### src/ssq_ram.sv
// Generic single-port-write, single-port-read RAM with registered read data.
// No dependencies.
module ssq_ram #(
  parameter int Width = 8,
  parameter int Depth = 16,
  parameter int AddrW = (Depth > 1) ? $clog2(Depth) : 1
) (
  input  logic             clk_i,
  input  logic             we_i,
  input  logic [AddrW-1:0] waddr_i,
  input  logic [Width-1:0] wdata_i,
  input  logic [AddrW-1:0] raddr_i,
  output logic [Width-1:0] rdata_o
);

  logic [Width-1:0] mem_q [Depth];
  logic [Width-1:0] rdata_q;

  always_ff @(posedge clk_i) begin
    if (we_i) begin
      mem_q[waddr_i] <= wdata_i;
    end
    rdata_q <= mem_q[raddr_i];
  end

  assign rdata_o = rdata_q;

endmodule

### config.mk
export PLATFORM = sky130hd
export DESIGN_NAME = ssq_ram
export DESIGN_NICKNAME = d
export VERILOG_FILES = /design/src/ssq_ram.sv
export SDC_FILE = /design/constraint.sdc
export NUM_CORES = 1
export LEC_CHECK = 0
export BUFFER_PORTS_ARGS = -buffer_cell sky130_fd_sc_hd__buf_2
export CORE_MARGIN = 2
export CORE_UTILIZATION = 55
export DETAILED_ROUTE_END_ITERATION = 10
export HOLD_SLACK_MARGIN = 0.05
export PLACE_DENSITY = 0.73
export SYNTH_ARGS = -nofsm -noshare
export SYNTH_HDL_FRONTEND = slang
export SYNTH_SLANG_ARGS = --single-unit
### constraint.sdc
create_clock -name clk_i -period 2.3 [get_ports clk_i]
set_clock_uncertainty 0.05 [all_clocks]
set_input_delay 0.345 -clock clk_i [delete_from_list [all_inputs] [get_ports clk_i]]
set_output_delay 0.345 -clock clk_i [all_outputs]
set_load 0.05 [all_outputs]
# Word level (Yosys, flattened, before mapping)

Memory sizes are Yosys's and may differ from the RTL's. A register that Yosys moved wholly into a read port is not among the register bits.
Index checks and enable logic that the tools add are counted.

Muxes and demuxes: 2

Operators with widths:

| operator         | number |
|---|---|
| 2-to-1 mux 1 bit | 2 |

Register bits after elaboration: 0
RAM bits: 128
Output and inout port bits: 8
Logic and storage cells: 3
Memories kept: 1

Memory list:

| name  | depth | width | read ports | clocked after memory_dff | wr ports | line | text |
|---|---|---|---|---|---|---|---|
| mem_q | 16    | 8     | 1          | 1                        | 1        | 16   | `logic [Width-1:0] mem_q [Depth];` |

# Depth between registers and ports, before layout

Depth in word-level cells: 2
Mapped depth: 5
Mapped depth without buffers: 3

# Least setup slack after synthesis

No wires, ideal clock.

Path type: input port to flip-flop
Start: input port waddr_i[2]
End: memory mem_q[0][0] (enable)
Arrival time: 1.455 ns
Data required time: 1.867 ns
Setup slack: 0.412 ns
Stages: 2
Buffers on the path: 0
Cell sequence: or3b_2 nor3_1

RTL lines:

| what               | line | text |
|---|---|---|
| start: declaration | 10   | `input logic [AddrW-1:0] waddr_i,` |
| end: declaration   | 16   |  |

No word-level cell before the write port.

# Final worst setup path

Start: register rdata_q[1], in the netlist rdata_o[1], read port of mem_q
End: output port rdata_o[1]

RTL lines:

| what               | line | text |
|---|---|---|
| start: declaration | 17   | `logic [Width-1:0] rdata_q;` |
| end: declaration   | 13   | `output logic [Width-1:0] rdata_o` |

No word-level cell between the ends.

==> flow_metrics.py <==
metrics = {
    "global_route": {
        "grt_pass1_wl_mm": 15.11,
        "overflow": 0,
        "grtUsageTotal": 0.2178,
        "grt_max_degree": 17,
        "grt_pass1_vias": 2492,
        "grt_antenna_before_repair": 0,
    },
    "sta": {
        "hold_viol_final": 0,
        "rsz0062_at_grt": "no",
        "slew_viol_final": 0,
        "worst_slew_pin_slew_ps": 732.8,
        "fin_crit_ps": 1553,
        "setup_viol": 0,
        "max_clock_freq_mhz": 644.0,
        "fin_crit_sh": 0.6751,
        "finalSetupTns_ps": 0,
        "relSlewSlack": 0.5097,
    },
    "synth": {
        "synthDistinctLibCells": 19,
        "syn_area_per_cell_um2": 22.48,
        "syn_nets": 247,
        "syn_area_um2": 5147,
        "postSynthCellCount": 229,
        "ys_seq_area_frac": 0.7778,
        "ys_warn_count": 0,
        "ys_seq_elements": 136,
    },
    "worst_setup_path": {
        "path_cells": "buf_2",
        "critPathLaunch": "rdata_o[1]",
        "critPathMaxFanout": 1,
        "r2r-start": "mem_q[3][6]",
        "worst-path-stages": 1,
        "path_buf_inv": 1,
        "crit_required_ps": 1900,
        "startpoint_type": "flip-flop",
        "rrSetupSlack_ps": 830,
        "critPathCaptureType": "output pin",
        "cp_data_arrival_time_ps": 1160,
        "cp_slowest_cell": "dfxtp_1",
        "max_stage_delay_ps": 370,
        "r2r_end": "rdata_o[6]",
        "endpoint": "rdata_o[1]",
        "crit_family": "flip-flops",
        "crit_type": "flip-flop to output pin",
        "ff2ff_path_depth": 3,
    },
    "floorplan": {
        "start_util": 0.5624,
        "ioPinCount": 26,
        "die_h_um": 100.7,
        "core_um2": 9153,
        "fp.dieW_um": 100.7,
        "die_area_um2": 10150,
        "rows": 35,
    },
    "detailed_routing": {
        "route.detailed.drc": 0,
        "viasPerCell": 6.022,
        "first_pass_iters": 5,
        "ant_nets": 0,
        "drt-initial-drc-count": 258,
        "vias": 2475,
        "avgRoutedWirePerCell_um": 24.36,
        "drt_wl_total_mm": 10.01,
    },
    "flow_run": {
        "cap_violations": 0,
    },
    "placed_design": {
        "gp_congestion": 0.8003,
        "placed_area_um2": 5530,
        "hpwl_mm": 6.241,
        "port_buffers": 25,
    },
    "worst_hold_path": {
        "holdPathStages": 1,
        "hold_path.class": "primary input to flip-flop",
    },
    "clocking": {
        "clkSlewWorstSetupHoldPaths_ps": 60,
        "clock_latency_ps": 510,
        "post-cts-setup-buffer-count": 0,
        "hold_buffers": 0,
        "cts_root_buf": "clkbuf_8",
        "cts_buffers": 17,
        "cts_tree": "yes",
        "cts.repair.resized": 0,
        "cts-htree-levels": 4,
        "cts_sinks": 136,
        "cts.path.max_buffers": 2,
    },
    "cells_and_area": {
        "fin_area_um2": 6145,
        "layout-drive-gt1-share": 0.3233,
        "areaGrowthSynthToFinish_pct": 19.37,
        "nets": 305,
        "diodes": 0,
    },
    "outcome": {
        "status": "finished clean",
    },
    "power_and_ir_drop": {
        "p_leak_nw": 2.125,
        "peakVddDrop_mv": 0.7281,
        "power_density_nw_per_um2": 956.6,
    },
}
## cells by family (layout without fill, tap and decap cells)
| group | Yosys count | after routing | share of synthesized area |
|---|---|---|---|
| flops | 136 | 136 | 0.7778 |
| simple gates | 35 | 35 | 0.03184 |
| mux | 32 | 32 | 0.1502 |
| compound gates | 16 | 16 | 0.02334 |
| buf+inv | 10 | 81 | 0.01677 |
## synthesized netlist by cell type
cell type	count	area [um2]
edfxtp_1	128	3844
mux4_2	18	405.4
a22oi_1	16	120.1
mux4_1	14	367.9
nor2_1	13	48.80
nand2_1	9	33.78
dfxtp_1	8	160.2
nor3_1	4	20.02
buf_2	3	15.01
buf_6	3	33.78
clkdlybuf4s25_2	3	30.03
nand2b_1	2	12.51
nand3b_1	2	15.01
and2_1	1	6.260
and2b_1	1	7.510
buf_4	1	7.510
nand3_1	1	5.000
nor2b_1	1	6.260
or3b_2	1	8.760
## final cells by class
type	count	area [um2]
Tap cell	111	138.9
Sequential cell	136	4004
Timing Repair Buffer	49	330.3
Clock inverter	15	200.2
Multi-Input combinational cell	83	1057
Fill cell	566	3008
Clock buffer	17	414.1
## flip-flops by register name, summed over array words and instances (netlist names)
register	count
mem_q	128
rdata_o	8
## stage by stage
stage | hold WS [ps] | util | setup WS, ps | power, mW | cells
2_1_floorplan | 393.9 | - | 412.1 | 3.033 | 229
3_3_place_gp | 600.4 | 0.6042 | 356.3 | 3.148 | 379
5_1_grt | 157.6 | 0.6714 | 703.4 | 6.035 | 411
6_report | 162.7 | 0.6714 | 747.2 | 5.878 | 411
4_1_cts | 151.4 | 0.6714 | 722.3 | 5.917 | 411
3_5_place_dp | 602.4 | 0.6042 | 296.4 | 3.158 | 379
## worst min-delay path by stage
stage,slack [ps],to,start
2_1_floorplan,390,mem_q[0][0],wdata_i[0]
3_3_place_gp,600,rdata_o[7],mem_q[12][7]
3_5_place_dp,600,rdata_o[7],mem_q[14][7]
4_1_cts,150,mem_q[6][4],wdata_i[4]
5_1_grt,160,mem_q[7][4],wdata_i[4]
6_report,160,mem_q[7][4],wdata_i[4]
## where the power goes
part	switching, mW	total, mW	internal [mW]
logic	0.202	0.318	0.116
registers	0.0190	2.79	2.77
clock network	1.00	2.77	1.76
total	1.23	5.88	4.65
## layer usage
layer  GRT usage  up-vias  wire length (um)
met4     0.06639        0                84
met3     0.06172        6               791
met1      0.3015     1262              4079
li1            -     1092                 -
met5           0        -                 0
met2      0.3426      115              5058
## placed cells by master, fill, tap and decap left out
cell,synthesis,final
buf_12,0,2
clkbuf_8,0,1
nand3b_1,2,2
clkinv_1,0,3
buf_2,3,25
buf_4,1,22
clkinvlp_4,0,1
a22oi_1,16,16
inv_6,0,3
dfxtp_1,8,8
nand2_1,9,9
mux4_2,18,18
and2_1,1,1
and2b_1,1,1
nand2b_1,2,2
clkinv_4,0,4
nor3_1,4,4
clkbuf_16,0,16
nor2b_1,1,1
or3b_2,1,1
nor2_1,13,13
bufinv_16,0,4
nand3_1,1,1
edfxtp_1,128,128
mux4_1,14,14
No activity file was read; power rests on OpenSTA's default activity.
