--- src/ssq_pkg.sv ---
// Shared types and constants for the scripted stimulus sequencer.
// No dependencies; the top, remainder unit, key store, checker and testbench import it.
package ssq_pkg;

  localparam int CmdW   = 2;
  localparam int IdxW   = 8;
  localparam int KindW  = 3;
  localparam int AmtW   = 24;
  localparam int BtnW   = 16;
  localparam int DirW   = 3;
  localparam int KeyW   = 4;
  localparam int ValW   = 16;
  localparam int CntW   = 9;
  localparam int PerW   = 17;
  localparam int StickW = 8;

  // table depth, tied to the step index and step count widths
  localparam int MaxSteps = 256;

  localparam int InDataW  = 96;
  localparam int OutDataW = 64;

  localparam logic [PerW-1:0]   DefPeriod = 17'd60;
  localparam logic [AmtW-1:0]   DefLimit  = 24'd5400;
  localparam logic [AmtW-1:0]   PeriodMax = 24'd100000;
  localparam logic [AmtW-1:0]   LimitMax  = 24'd10000000;
  localparam logic [StickW-1:0] StickPos  = 8'd72;
  localparam logic [StickW-1:0] StickNeg  = 8'd184;  // -72

  typedef enum logic [CmdW-1:0] {
    CMD_LOAD  = 2'd0,
    CMD_ARM   = 2'd1,
    CMD_EVENT = 2'd2,
    CMD_TICK  = 2'd3
  } cmd_e;

  typedef enum logic [KindW-1:0] {
    K_WAIT        = 3'd0,
    K_PRESS       = 3'd1,
    K_STICK       = 3'd2,
    K_WAITEV      = 3'd3,
    K_PRESSUNTIL  = 3'd4,
    K_SETPERIOD   = 3'd5,
    K_SETTIMEOUT  = 3'd6,
    K_NOP         = 3'd7
  } kind_e;

  typedef enum logic [DirW-1:0] {
    DIR_NONE  = 3'd0,
    DIR_UP    = 3'd1,
    DIR_DOWN  = 3'd2,
    DIR_LEFT  = 3'd3,
    DIR_RIGHT = 3'd4
  } dir_e;

  // input item payload, step_index in the lowest bits and pad in the highest
  typedef struct packed {
    logic            pad;
    logic [ValW-1:0] event_value;
    logic [KeyW-1:0] event_key;
    logic [ValW-1:0] step_value;
    logic            step_has_value;
    logic [KeyW-1:0] step_key;
    logic [DirW-1:0] step_stick_dir;
    logic [BtnW-1:0] step_buttons;
    logic [AmtW-1:0] step_amount;
    logic [KindW-1:0] step_kind;
    logic [IdxW-1:0] step_index;
  } in_item_t;

  typedef struct packed {
    logic [2:0]        pad;
    logic              script_running;
    logic              script_done;
    logic [AmtW-1:0]   wait_elapsed;
    logic              wait_timed_out;
    logic              wait_satisfied;
    logic              wait_entered;
    logic [StickW-1:0] stick_y;
    logic [StickW-1:0] stick_x;
    logic [BtnW-1:0]   buttons;
  } out_item_t;

  // one table entry as held in the step memory
  typedef struct packed {
    logic [ValW-1:0]  value;
    logic             has_value;
    logic [KeyW-1:0]  key;
    logic [BtnW-1:0]  buttons;
    logic [DirW-1:0]  dir;
    logic [AmtW-1:0]  amount;
    logic [KindW-1:0] kind;
  } step_t;

  typedef struct packed {
    logic            start;
    logic [AmtW-1:0] dividend;
    logic [PerW-1:0] divisor;
  } rem_req_t;

  typedef struct packed {
    logic busy;
    logic done;
    logic zero;
  } rem_rsp_t;

endpackage

--- src/ssq_rem.sv ---
// Bit-serial remainder unit: one restoring step per cycle for each dividend bit.
// Depends on ssq_pkg.
module ssq_rem (
  input  logic              clk_i,
  input  logic              rst_ni,
  input  ssq_pkg::rem_req_t req_i,
  output ssq_pkg::rem_rsp_t rsp_o
);
  import ssq_pkg::*;

  localparam int CntBits = $clog2(AmtW);

  logic               busy_q, done_q;
  logic [CntBits-1:0] cnt_q;
  logic [AmtW-1:0]    num_q;
  logic [PerW-1:0]    div_q, rem_q;
  logic [PerW:0]      trial, diff;

  assign trial = {rem_q, num_q[AmtW-1]};
  assign diff  = trial - {1'b0, div_q};

  always_ff @(posedge clk_i or negedge rst_ni) begin
    if (!rst_ni) begin
      busy_q <= 1'b0;
      done_q <= 1'b0;
      cnt_q  <= '0;
    end else begin
      done_q <= 1'b0;
      if (req_i.start) begin
        busy_q <= 1'b1;
        cnt_q  <= '0;
      end else if (busy_q) begin
        cnt_q <= cnt_q + 1'b1;
        if (cnt_q == CntBits'(AmtW - 1)) begin
          busy_q <= 1'b0;
          done_q <= 1'b1;
        end
      end
    end
  end

  always_ff @(posedge clk_i) begin
    if (req_i.start) begin
      num_q <= req_i.dividend;
      div_q <= req_i.divisor;
      rem_q <= '0;
    end else if (busy_q) begin
      num_q <= {num_q[AmtW-2:0], 1'b0};
      // borrow out of the trial subtract means the divisor did not fit
      rem_q <= diff[PerW] ? trial[PerW-1:0] : diff[PerW-1:0];
    end
  end

  assign rsp_o.busy = busy_q;
  assign rsp_o.done = done_q;
  assign rsp_o.zero = (rem_q == '0);

endmodule

--- config.mk ---
export PLATFORM = sky130hd
export DESIGN_NAME = ssq_rem
export DESIGN_NICKNAME = d
export VERILOG_FILES = /design/src/ssq_pkg.sv /design/src/ssq_rem.sv
export SDC_FILE = /design/constraint.sdc
export NUM_CORES = 1
export LEC_CHECK = 0
export BUFFER_PORTS_ARGS = -buffer_cell sky130_fd_sc_hd__buf_2
export CORE_ASPECT_RATIO = 0.8
export CORE_UTILIZATION = 52
export DETAILED_ROUTE_END_ITERATION = 12
export MAX_ROUTING_LAYER = met4
export PLACE_DENSITY = 0.77
export SYNTH_ARGS = -nofsm -noshare
export SYNTH_HDL_FRONTEND = slang
export SYNTH_SLANG_ARGS = --single-unit
--- constraint.sdc ---
create_clock -name clk_i -period 2.6 [get_ports clk_i]
set_clock_uncertainty 0.2 [all_clocks]
set_input_delay 0.52 -clock clk_i [delete_from_list [all_inputs] [get_ports clk_i]]
set_output_delay 0.52 -clock clk_i [all_outputs]
set_load 0.005 [all_outputs]
# After elaboration in Yosys (flattened, before gate mapping)
# Cells that the tools add are included.
# word_totals
ff_bits	65
latchBits	0
mem_bits_rw	0
mem_bits_ro	0
inputBits	44
out_inout_bits	3
mem_count	0
# classes
addsub	2
n_mul	0
div	0
order_cmp	0
n_eq_ne	1
shift	0
mux	11
n_bitwise	0
reduce_logical	2
# op_table
op	count
$mux W24	2
$sub A18 B17 Y18	1
$logic_not A17 Y1	1
$mux W17	1
$mux W5	2
$mux W1	6
$add A5 B1 Y5 const B	1
$eq A5 B5 Y1 const B	1
$reduce_bool A2 Y1	1

# Depth between registers and ports, before layout
# logic_depth
depth_word	4
depth_mapped	12
mapped_depth_nobuf	11

# Least setup slack after synthesis
# Ideal clock, no wire load.
# synth_timing
path_type	register to register
from	register num_q[23]
to	register rem_q[12]
setup_ns	0.078
arrival_ns	2.285
required_time_ns	2.322
setup_slack_ns	0.037
stages_incl_launch_ff	12
cell_sequence	edfxtp_1 -> inv_1 -> ha_1 -> fa_1 -> nand2b_1 -> a21oi_1 -> a21oi_1 -> o21ai_0 -> a31oi_1 -> xor2_1 -> o211a_1 -> nor3_1
# synth_between
elab_chain_len	2
# synth_lines
element	line_no	source
start: declaration	ssq_rem.sv:15	logic [AmtW-1:0] num_q;
start signal: assignment	ssq_rem.sv:44	num_q <= req_i.dividend;
start signal: assignment	ssq_rem.sv:48	num_q <= {num_q[AmtW-2:0], 1'b0};
$sub A18 B17 Y18	ssq_rem.sv:20	assign diff = trial - {1'b0, div_q};
$mux W17	ssq_rem.sv:50	rem_q <= diff[PerW] ? trial[PerW-1:0] : diff[PerW-1:0];
end signal: assignment	ssq_rem.sv:50	
end: declaration	ssq_rem.sv:16	logic [PerW-1:0] div_q, rem_q;
# Every way passes these cells.
# A chain may end at the register's enable or synchronous reset.

# Worst setup path after layout
# layout_timing
from	register div_q[0]
to	register rem_q[12]
# layout_between
elab_chain_len	2
# layout_lines
element	line_no	source
start: declaration	ssq_rem.sv:16	
start signal: assignment	ssq_rem.sv:45	div_q <= req_i.divisor;
$sub A18 B17 Y18	ssq_rem.sv:20	
$mux W17	ssq_rem.sv:50	
# Every way passes these cells.

==> impl_results.md <==
- Power per cell area: 896.6 nW/um^2
- Area growth from synthesis to layout: 21.21%
- Largest net degree at the start of global routing: 37
- EDFF count, synth: 41
- DP HPWL: about 5200 microns
- Vias: 2577
- Worst hold endpoint: div_q[11]
- Initial Utilization: 54.02%
- Startpoint of the worst-slack reg-to-reg timing path: div_q[0]
- Inserted Clock Buffers: 9
- Worst Max-Slew Pin Slew: about 450 ps
- Fmax achieved: 396.3 MHz
- Fin crit period: 2523 ps
- Clock Pin Slew Worst Setup and Hold Paths: roughly 70 ps
- IO Count: 47
- GPL Wtd Cong: 0.9705
- TritonRoute pass-1 iters: 4
- Post-synth ARST share: between 10 and 15%
- Synth Register Bits: 65
- Vias in the first global route: around 2400
- Slew headroom: between 60 and 70%
- CP Launch Type: flop
- Initial antenna violation count: 0
- Die X: 93.23 microns
- Post-synthesis cell area: 3462 sq um
- Hold Path Depth: 1
- Max-Cap Viols: 0
- Die area: 6990 sq um
- Setup tns final: 0 ps
- Fin crit share: 97.05%
- Final WL: between 7000 and 8000 microns
- Die Span Y: approximately 75 microns
- DP Worst Slack: -133.1 ps
- Post-route ant nets: 0
- Worst min path class: input port to flop
- CTS Buffer Depth: 2
- R2R Setup Slk: ~77 ps
- Worst-skew pair later-pin latency: around 350 ps
- GRT met2 Usage: around a third
- Global Route Usage Sum: 22.61%
- Largest fanout on the critical path: 3
- VDD IR max: 0.0005153 V
- CP required: approximately 2700 ps
- Synth Instances: 320
- Avg Cell Area, Syn: 10.82 sq um
- Hold Startpoint: req_i[11]
- Warnings from Yosys: 0
- Total gr overflow: 0
- RSZ-0062 raised after global routing: yes
- Routed len/inst: roughly 16 microns
- Met1 usage: 30.44%
- Ys flop type: edfxtp_1
- Final hold vios: 0
- DRC violations left: 0
- Final WS setup: 76.70 ps
- CTS tree: yes
- Final Max Tran Viols: 0
- Root Buffer: clkbuf_8
- Ratio of cells with drive above 1 in the final layout: between 30% and 40%
- Clock sink count: 65
- Cell variety after synth: 47
- # nets final: 448
- Reg2Reg Capture Point: rem_q[12]
- Rows: 26
- I/O Buffers: 46
- R2R cell count: 10
- Gr busiest metal: met2
- First-pass GRT wire length: between 10000 and 15000 microns
- Setup Crit Path Kind: flop to flop
- DRT iter0 DRCs: about 150
- Diodes inserted: 0
- Core Area: 6409 sq um
- Leakage: 1.801 nW
- Worst setup EP type: flop
- Syn_nets: 383
- Routed vias/inst: 5.437
- H-tree depth: 3
- Seq/Total Area, Yosys: 50.45%
- Final setup violation count: 0
- Grt met3 use: about 7%
- Status: finished clean
- CP arrival: ~2600 ps
## critical path, stage by stage (launching register included)
cell,delay (ps)
edfxtp_1,400
ha_2,210
fa_1,380
nand2b_4,150
a21oi_2,180
a21oi_2,100
o21ai_1,190
a31oi_1,120
xor2_1,150
o211a_1,230
nor3_2,140
## cell type report
cell class / count / area [sq um]
Inverter: 20 / 75.07
Clock inverter: 6 / 58.81
Timing Repair Buffer: 69 / 420.4
Tap cell: 84 / 105.1
Multi-Input combinational cell: 220 / 1663
Fill cell: 492 / 2212
Clock buffer: 10 / 127.6
Sequential cell: 65 / 1747
## power breakdown
part           leakage, nW  switching, mW  internal, mW
clock               0.0897          0.400         0.436
combinational         1.06          0.810         0.736
sequential           0.650          0.125          1.26
total                 1.80           1.33          2.43
## cell usage after synthesis, types with 2 or more instances
cell | number | area (sq um)
edfxtp_1 | 41 | 1231
nor2_1 | 39 | 146.4
a21oi_1 | 27 | 135.1
mux2_2 | 23 | 259.0
inv_1 | 20 | 75.07
ha_1 | 18 | 225.2
nand2_1 | 18 | 67.56
dfxtp_1 | 17 | 340.3
a211oi_1 | 12 | 90.09
xor2_1 | 11 | 96.34
o21ai_0 | 10 | 50.05
xnor2_1 | 8 | 70.07
clkbuf_1 | 7 | 26.28
dfrtp_1 | 7 | 175.2
mux2i_1 | 6 | 60.06
nand2b_1 | 5 | 31.28
nand3_1 | 5 | 25.02
nor4_1 | 4 | 25.02
a21o_1 | 3 | 22.52
a31oi_1 | 3 | 18.77
buf_4 | 3 | 22.52
nand4_1 | 3 | 18.77
buf_1 | 2 | 7.510
buf_2 | 2 | 10.01
nand4b_1 | 2 | 17.52
nor2b_1 | 2 | 12.51
o21bai_1 | 2 | 15.01
## cells by family (layout without fill, tap and decap cells)
group / Yosys count / count (layout) / synth area share, %
compound gates: 67 / 67 / 12.00
xor+xnor: 20 / 20 / 5.277
fa+ha+maj: 19 / 19 / 7.084
buf+inv: 35 / 105 / 4.409
flops: 65 / 65 / 50.45
mux: 29 / 29 / 9.216
simple gates: 85 / 85 / 11.56
## worst max path at each step
stage	startpoint	to	cells past startpoint
after floorplan	num_q[23]	rem_q[12]	11
after CTS	div_q[0]	rem_q[12]	10
final	div_q[0]	rem_q[12]	10
after global routing	div_q[0]	rem_q[16]	9
after global placement	num_q[23]	rem_q[16]	10
after detailed placement	num_q[23]	rem_q[16]	10
## through the flow
stage	hold WS (ps)	cells	util, %	total power, mW	instance area (sq um)
detailed placement	163.8	454	60.27	2.749	3862
floorplan	24.41	320	-	2.336	3462
global placement	154.2	454	60.27	2.722	3862
CTS	132.3	471	63.51	3.613	4070
global route	123.4	474	65.48	3.983	4197
finish	143.2	474	65.48	3.762	4197
## registers in the layout (all words and copies together), names as in the netlist
| name | flops |
|---|---|
| num_q | 24 |
| rem_q | 17 |
| done_q | 1 |
| busy_q | 1 |
| div_q | 17 |
| cnt_q | 5 |
## cells in the final DEF (no fill, tap or decap), types with 11 or more instances in the layout
cell and count:
mux2_2 23, a211oi_1 11, a21oi_1 21, inv_1 20
buf_4 19, nor2_1 39, nand2_1 18, dfxtp_1 17
ha_1 14, buf_2 46, edfxtp_1 41, xor2_1 11
## per-layer routing
layer  vias up  wire, microns
met3        10            457
met5         -              0
met1      1218           3410
li1       1279              -
met2        70           3420
met4         0             74
## timing repair
action,CTS,global route
endpoints found under the hold margin,7,0
gates resized for setup,4,21
buffers inserted,0,3
pin swaps,1,9
hold buffers,1,0
endpoints found under the setup margin,5,11
(Power assumes the default switching activity.)
