--- src/ssq_pkg.sv ---
// Shared types and constants for the scripted stimulus sequencer.
// No dependencies; the top, remainder unit, key store, checker and testbench import it.
package ssq_pkg;

  localparam int CmdW   = 2;
  localparam int IdxW   = 8;
  localparam int KindW  = 3;
  localparam int AmtW   = 24;
  localparam int BtnW   = 16;
  localparam int DirW   = 3;
  localparam int KeyW   = 4;
  localparam int ValW   = 16;
  localparam int CntW   = 9;
  localparam int PerW   = 17;
  localparam int StickW = 8;

  // table depth, tied to the step index and step count widths
  localparam int MaxSteps = 256;

  localparam int InDataW  = 96;
  localparam int OutDataW = 64;

  localparam logic [PerW-1:0]   DefPeriod = 17'd60;
  localparam logic [AmtW-1:0]   DefLimit  = 24'd5400;
  localparam logic [AmtW-1:0]   PeriodMax = 24'd100000;
  localparam logic [AmtW-1:0]   LimitMax  = 24'd10000000;
  localparam logic [StickW-1:0] StickPos  = 8'd72;
  localparam logic [StickW-1:0] StickNeg  = 8'd184;  // -72

  typedef enum logic [CmdW-1:0] {
    CMD_LOAD  = 2'd0,
    CMD_ARM   = 2'd1,
    CMD_EVENT = 2'd2,
    CMD_TICK  = 2'd3
  } cmd_e;

  typedef enum logic [KindW-1:0] {
    K_WAIT        = 3'd0,
    K_PRESS       = 3'd1,
    K_STICK       = 3'd2,
    K_WAITEV      = 3'd3,
    K_PRESSUNTIL  = 3'd4,
    K_SETPERIOD   = 3'd5,
    K_SETTIMEOUT  = 3'd6,
    K_NOP         = 3'd7
  } kind_e;

  typedef enum logic [DirW-1:0] {
    DIR_NONE  = 3'd0,
    DIR_UP    = 3'd1,
    DIR_DOWN  = 3'd2,
    DIR_LEFT  = 3'd3,
    DIR_RIGHT = 3'd4
  } dir_e;

  // input item payload, step_index in the lowest bits and pad in the highest
  typedef struct packed {
    logic            pad;
    logic [ValW-1:0] event_value;
    logic [KeyW-1:0] event_key;
    logic [ValW-1:0] step_value;
    logic            step_has_value;
    logic [KeyW-1:0] step_key;
    logic [DirW-1:0] step_stick_dir;
    logic [BtnW-1:0] step_buttons;
    logic [AmtW-1:0] step_amount;
    logic [KindW-1:0] step_kind;
    logic [IdxW-1:0] step_index;
  } in_item_t;

  typedef struct packed {
    logic [2:0]        pad;
    logic              script_running;
    logic              script_done;
    logic [AmtW-1:0]   wait_elapsed;
    logic              wait_timed_out;
    logic              wait_satisfied;
    logic              wait_entered;
    logic [StickW-1:0] stick_y;
    logic [StickW-1:0] stick_x;
    logic [BtnW-1:0]   buttons;
  } out_item_t;

  // one table entry as held in the step memory
  typedef struct packed {
    logic [ValW-1:0]  value;
    logic             has_value;
    logic [KeyW-1:0]  key;
    logic [BtnW-1:0]  buttons;
    logic [DirW-1:0]  dir;
    logic [AmtW-1:0]  amount;
    logic [KindW-1:0] kind;
  } step_t;

  typedef struct packed {
    logic            start;
    logic [AmtW-1:0] dividend;
    logic [PerW-1:0] divisor;
  } rem_req_t;

  typedef struct packed {
    logic busy;
    logic done;
    logic zero;
  } rem_rsp_t;

endpackage

--- src/ssq_keys.sv ---
// Event key store: latest value and seen flag per key, plus value-match lookup.
// Depends on ssq_pkg.
module ssq_keys #(
  parameter int KEY_COUNT = 16
) (
  input  logic                   clk_i,
  input  logic                   rst_ni,
  input  logic                   we_i,
  input  logic [ssq_pkg::KeyW-1:0] wkey_i,
  input  logic [ssq_pkg::ValW-1:0] wvalue_i,
  output logic                   wkey_ok_o,
  input  logic [ssq_pkg::KeyW-1:0] lkey_i,
  input  logic [ssq_pkg::ValW-1:0] lvalue_i,
  output logic                   hit_o
);
  import ssq_pkg::*;

  // only keys that fit the key field can ever be stored
  localparam int KeyNum = (KEY_COUNT < (1 << KeyW)) ? KEY_COUNT : (1 << KeyW);
  localparam int KeyIdxW = (KeyNum > 1) ? $clog2(KeyNum) : 1;

  logic [ValW-1:0]   val_q [KeyNum];
  logic [KeyNum-1:0] seen_q;
  logic              lkey_ok;
  logic [KeyIdxW-1:0] widx, lidx;

  assign wkey_ok_o = (int'(wkey_i) < KEY_COUNT);
  assign lkey_ok   = (int'(lkey_i) < KEY_COUNT);
  assign widx      = KeyIdxW'(wkey_i);
  assign lidx      = KeyIdxW'(lkey_i);

  always_ff @(posedge clk_i or negedge rst_ni) begin
    if (!rst_ni) begin
      seen_q <= '0;
      for (int i = 0; i < KeyNum; i++) begin
        val_q[i] <= '0;
      end
    end else if (we_i && wkey_ok_o) begin
      seen_q[widx] <= 1'b1;
      val_q[widx]  <= wvalue_i;
    end
  end

  assign hit_o = lkey_ok && seen_q[lidx] && (val_q[lidx] == lvalue_i);

endmodule

--- config.mk ---
export PLATFORM = sky130hd
export DESIGN_NAME = ssq_keys
export DESIGN_NICKNAME = d
export VERILOG_FILES = /design/src/ssq_pkg.sv /design/src/ssq_keys.sv
export SDC_FILE = /design/constraint.sdc
export NUM_CORES = 1
export LEC_CHECK = 0
export BUFFER_PORTS_ARGS = -buffer_cell sky130_fd_sc_hd__buf_2
export CELL_PAD_IN_SITES_DETAIL_PLACEMENT = 0
export CELL_PAD_IN_SITES_GLOBAL_PLACEMENT = 2
export CORE_ASPECT_RATIO = 0.7
export CORE_MARGIN = 4
export CORE_UTILIZATION = 25
export DETAILED_ROUTE_END_ITERATION = 6
export GPL_TIMING_DRIVEN = 0
export HOLD_SLACK_MARGIN = 0.02
export PLACE_DENSITY = 0.5
export REMOVE_ABC_BUFFERS = 1
export SYNTH_ARGS = -nofsm -noshare
export SYNTH_HDL_FRONTEND = slang
export SYNTH_SLANG_ARGS = --single-unit
--- constraint.sdc ---
create_clock -name clk_i -period 3.5 [get_ports clk_i]
set_input_delay 0.175 -clock clk_i [delete_from_list [all_inputs] [get_ports clk_i]]
set_output_delay 0.175 -clock clk_i [all_outputs]
set_load 0.02 [all_outputs]
-- Yosys cells after proc, flatten, opt, wreduce, memory -nomap -nowiden
Index checks and enable logic that the tools add are counted.
- word-level logic and storage cells: 40
- input port bits: 43
- bits in registers: 272
- output and inout port bits: 2
- reduce and logical (&&, ||, !) cells: 3
- $lt $le $gt $ge: 6
- equal/unequal tests: 1
- mux-type cells: 10
- bitwise gates (word level): 3
- operators by type and width (kind ; count):
    $bwmux W256 ; 1
    $bmux W16 S4 ; 1
    $demux W16 S4 ; 1
    $mux W16 ; 3
    $eq A16 B16 Y1 ; 1
    $or A16 B16 Y16 ; 1
    $ge A5 B5 Y1 const B ; 2
    $lt A4 B5 Y1 const B ; 2
    $not A4 Y5 ; 2
    $lt A5 B1 Y1 const B ; 1
    $bmux W1 S4 ; 1
    $demux W1 S4 ; 1
    $ge A4 B1 Y1 const B ; 1
    $logic_and A1 B1 Y1 ; 3
    $mux W1 ; 2

-- Longest topological paths before layout
- depth after elaboration: 6
- gate-level depth with buffers: 10
- mapped depth without buffers: 7

-- Worst setup path before layout
No wires, ideal clock.
- path type: flip-flop to output port
- from: register val_q[109] (netlist name)
- to: output port hit_o
- stages on the path, launching flop included: 8
- arrival time: 2.073 ns
- required time: 3.325 ns
- path slack: 1.252 ns
- path through: dfrtp_1 > mux4_1 > and2_1 > a31oi_1 > o221ai_1 > a211oi_1 > a21oi_1 > nor4_2
- cells in the longest elaborated chain, start to end: 5
- RTL lines (item ; line ; text):
    start, declared ; ssq_keys.sv:22 ; logic [ValW-1:0] val_q [KeyNum];
    start signal, assigned by index ; ssq_keys.sv:40 ; val_q[widx] <= wvalue_i;
    $bmux W16 S4 ; ssq_keys.sv:44 ; assign hit_o = lkey_ok && seen_q[lidx] && (val_q[lidx] == lvalue_i);
    $mux W16 (implied by the code) (2 in a row) ; ssq_keys.sv:44 ;
    $eq A16 B16 Y1 ; ssq_keys.sv:44 ;
    $logic_and A1 B1 Y1 ; ssq_keys.sv:44 ;
    end, declared ; ssq_keys.sv:14 ; output logic hit_o
No other way between the ends. The select of a mux whose other input is x is not followed.

-- Worst setup path after layout
- from: input port lkey_i[1] (netlist name)
- to: output port hit_o
- cells in the longest elaborated chain, start to end: 6
- elaborated cells between the ends (all ways): 8
- those cells by class: eq/ne (1); mux (5); bitwise (1); reduce/logical (1)
- RTL lines (item ; line ; text):
    start, declared ; ssq_keys.sv:12 ; input logic [ssq_pkg::KeyW-1:0] lkey_i,
    $not A4 Y5 (implied by the code) ; ssq_keys.sv:44 ;
    $bmux W16 S4 ; ssq_keys.sv:44 ;
    $mux W16 (implied by the code) (2 in a row) ; ssq_keys.sv:44 ;
    $eq A16 B16 Y1 ; ssq_keys.sv:44 ;
    $logic_and A1 B1 Y1 * ; ssq_keys.sv:44 ;
Mark *: on every way between the ends. The rest lies on a longest branch, timed or not. The select of a mux whose other input is x is not followed.

==> flow_metrics.env <==
export IMPL_cp_end_kind="output port"
export IMPL_path_clk_slew_ps=70
export IMPL_grt_pass1_wl_um=57200
export IMPL_p_leak_uw=0.00622
export IMPL_dp_slack_ps=-14.9
export IMPL_worstSetupStartpointType="input pin"
export IMPL_clock_latency_ps=570
export IMPL_yosys_warnings=0
export IMPL_max_cap_viol_count=0
export IMPL_drive_above_1_share_pct=50.7
export IMPL_fin_nets=924
export IMPL_grt_antenna_before_repair=2
export IMPL_cp_arrival_ps=3140
export IMPL_cts_buffers=30
export IMPL_firstDrtPassIters=4
export IMPL_tritoncts="done"
export IMPL_grt_pass1_vias=7741
export IMPL_die_area_um2=54500
export IMPL_rsz0062_at_grt="false"
export IMPL_vias=7306
export IMPL_drt_wl_total_um=38200
export IMPL_cp_max_fo=43
export IMPL_clkSinkCount=272
export IMPL_synth_async_reset_ratio_pct=100
export IMPL_synth_top_cell_by_area="dfrtp_1"
export IMPL_status="finished clean"
export IMPL_synth_top_area_share_pct=53.6
export IMPL_synth_flop_cell="dfrtp_1"
export IMPL_fin_total_pwr_uw=9250
export IMPL_synth_area_leaders="dfrtp_1, mux2_2, mux4_2, mux2i_1, clkbuf_1"
export IMPL_grt_max_degree=110
export IMPL_io_buffers=43
export IMPL_slew_viol_final=0
export IMPL_dr_first_iter_drc_count=346
export IMPL_setup_tns_ps=0
export IMPL_fin_ws_ps=182
export IMPL_hold_viol=0
export IMPL_maxSlewHeadroom_pct=9.81
export IMPL_postSynthAreaPerCell_um2=15.1
export IMPL_area_growth_pct=17.8
export IMPL_coreArea_um2=49800
export IMPL_io_pins=45
export IMPL_synth_cells=842
export IMPL_routed_via_density=4.66
export IMPL_die_h_um=197
export IMPL_path_class="input pin to output port"
export IMPL_synth_cell_types=51
export IMPL_peakVddDrop_uv=236
export IMPL_skew_ps=0
export IMPL_hold_class="input pin to register"
export IMPL_die_w_um=277
export IMPL_period_needed_ps=3320
export IMPL_ant_nets=0
export IMPL_tightest_slew_ps=1350
export IMPL_track_usage_pct=14.1
export IMPL_post_cts_setup_buffer_count=0
export IMPL_fmax_mhz=301
export IMPL_drc=0
export IMPL_initial_core_util_pct=25.5
export IMPL_finalCritPeriodShare_pct=94.8
export IMPL_setup_viol=0
export IMPL_num_rows=68
export IMPL_synth_seq_cells=272
export IMPL_place_hpwl_um=24600
export IMPL_synthTopCellsByCount="dfrtp_1, mux2_2, mux4_2, mux2i_1, clkbuf_1"
export IMPL_clockBufferDepth=3
export IMPL_htreeDepth=1
export IMPL_multi_input_area_um2=5630
export IMPL_powerDensity_nw_per_um2=618
export IMPL_postLayoutCellArea_um2=15000
export IMPL_required_ps=3320
export IMPL_cts_root_buffer_cell="clkbuf_16"
export IMPL_synth_enable_flop_cells=0
export IMPL_synthMostInstantiatedCell="dfrtp_1"
export IMPL_grt_overflow=0
export IMPL_synth_area_um2=12700
export IMPL_route_detailed_wl_per_inst_um=24.3
export IMPL_register_area_um2=6810
export IMPL_gp_congestion=0.701
export IMPL_nFillCells=4994
export IMPL_placed_area_um2=13900
export IMPL_yosysSeqAreaShare_pct=53.6
[routing by layer]
metal / up-vias / track usage, % / routed length [µm]
met2: 97 / 19.4 / 15400
met5: - / 0 / 27
met4: 4 / 2.24 / 637
li1: 3214 / - / -
met1: 3948 / 23.4 / 21100
met3: 43 / 2.19 / 1050
[power by group]
| part | total (µW) | internal [µW] | switching (µW) |
|---|---|---|---|
| clock | 3340 | 1970 | 1360 |
| combinational | 1710 | 993 | 717 |
| sequential | 4200 | 3860 | 338 |
| total | 9250 | 6830 | 2420 |
[critical path, cell delays in order]
cell     delay, ps
buf_4          380
buf_16         350
mux4_2         570
mux2i_2        320
xor2_1         200
nand4_1        200
o31ai_1        240
nand4_1        140
nor4_2         280
buf_2          240
[flip-flops by register name, summed over array words and instances (netlist names)]
signal  count
seen_q     16
val_q     256
[layout make-up]
cell class                      count  area share [%]
Sequential cell                   272            45.5
Multi-Input combinational cell    504            37.7
Clock buffer                       40            5.60
Tap cell                          665            5.56
Timing Repair Buffer               64            4.19
Clock inverter                     14            1.25
Inverter                            9           0.226
Antenna cell                        1          0.0167
[kinds of logic (layout without fill, tap and decap cells)]
kind of cell	after synthesis	in the layout	synth area share (%)
DFF	272	272	53.6
xor gates and xnor gates	13	13	0.896
muxes	354	354	36.3
other	1	2	0.0295
AOI/OAI and AO/OA	50	50	2.81
buffers and inverters	66	127	2.73
and+or+nand+nor	86	86	3.63
[placed cells by master, fill, tap and decap left out, types with 3 or more instances in the layout]
cell / n
mux4_1: 4
dfrtp_1: 272
mux2i_1: 32
a21oi_1: 4
nand2b_1: 8
buf_6: 7
buf_8: 4
clkbuf_1: 5
clkbuf_16: 30
inv_1: 6
nor2_4: 4
a31oi_1: 3
mux2_2: 261
xor2_1: 9
nand2_1: 21
mux4_2: 54
buf_4: 3
nor3_2: 4
buf_16: 8
a22oi_1: 7
nor2_1: 10
or2_2: 11
o2111ai_1: 3
o21ai_1: 4
o22ai_1: 5
clkinv_2: 8
nand4_1: 5
buf_2: 39
clkbuf_8: 5
bufinv_16: 4
xnor2_1: 4
o211ai_1: 3
o21ai_0: 5
nor2b_1: 4
a221oi_1: 3
[what timing repair did]
action / in CTS / in global routing
hold buffers: 1 / 0
gates resized for setup: 1 / 0
endpoints found under the hold margin: 71 / 0
endpoints found under the setup margin: 1 / 0
[path summary, 6_finish.rpt]
kind | from | cells past startpoint | endpoint | slack [ps]
worst min register to register | seen_q[4] | 1 | seen_q[4] | 460
worst max register to register | seen_q[6] | 1 | seen_q[6] | 2720
min in group asynchronous | rst_ni | 2 | val_q[176] | 160
worst max-delay path | lkey_i[1] | 10 | hit_o | 180
worst min-delay path | wvalue_i[7] | 2 | val_q[231] | 70
max in group asynchronous | rst_ni | 3 | val_q[83] | 2330
[per-stage QoR]
stage                     instances  hold slack (ps)  util (%)
after floorplan                 785             -121         -
after global placement         1493              450      27.0
after detailed placement       1513              195      28.0
after CTS                      1568             39.6      30.1
after global routing           1568             68.9      30.1
final                          1569             69.1      30.1
(Power assumes the default switching activity.)
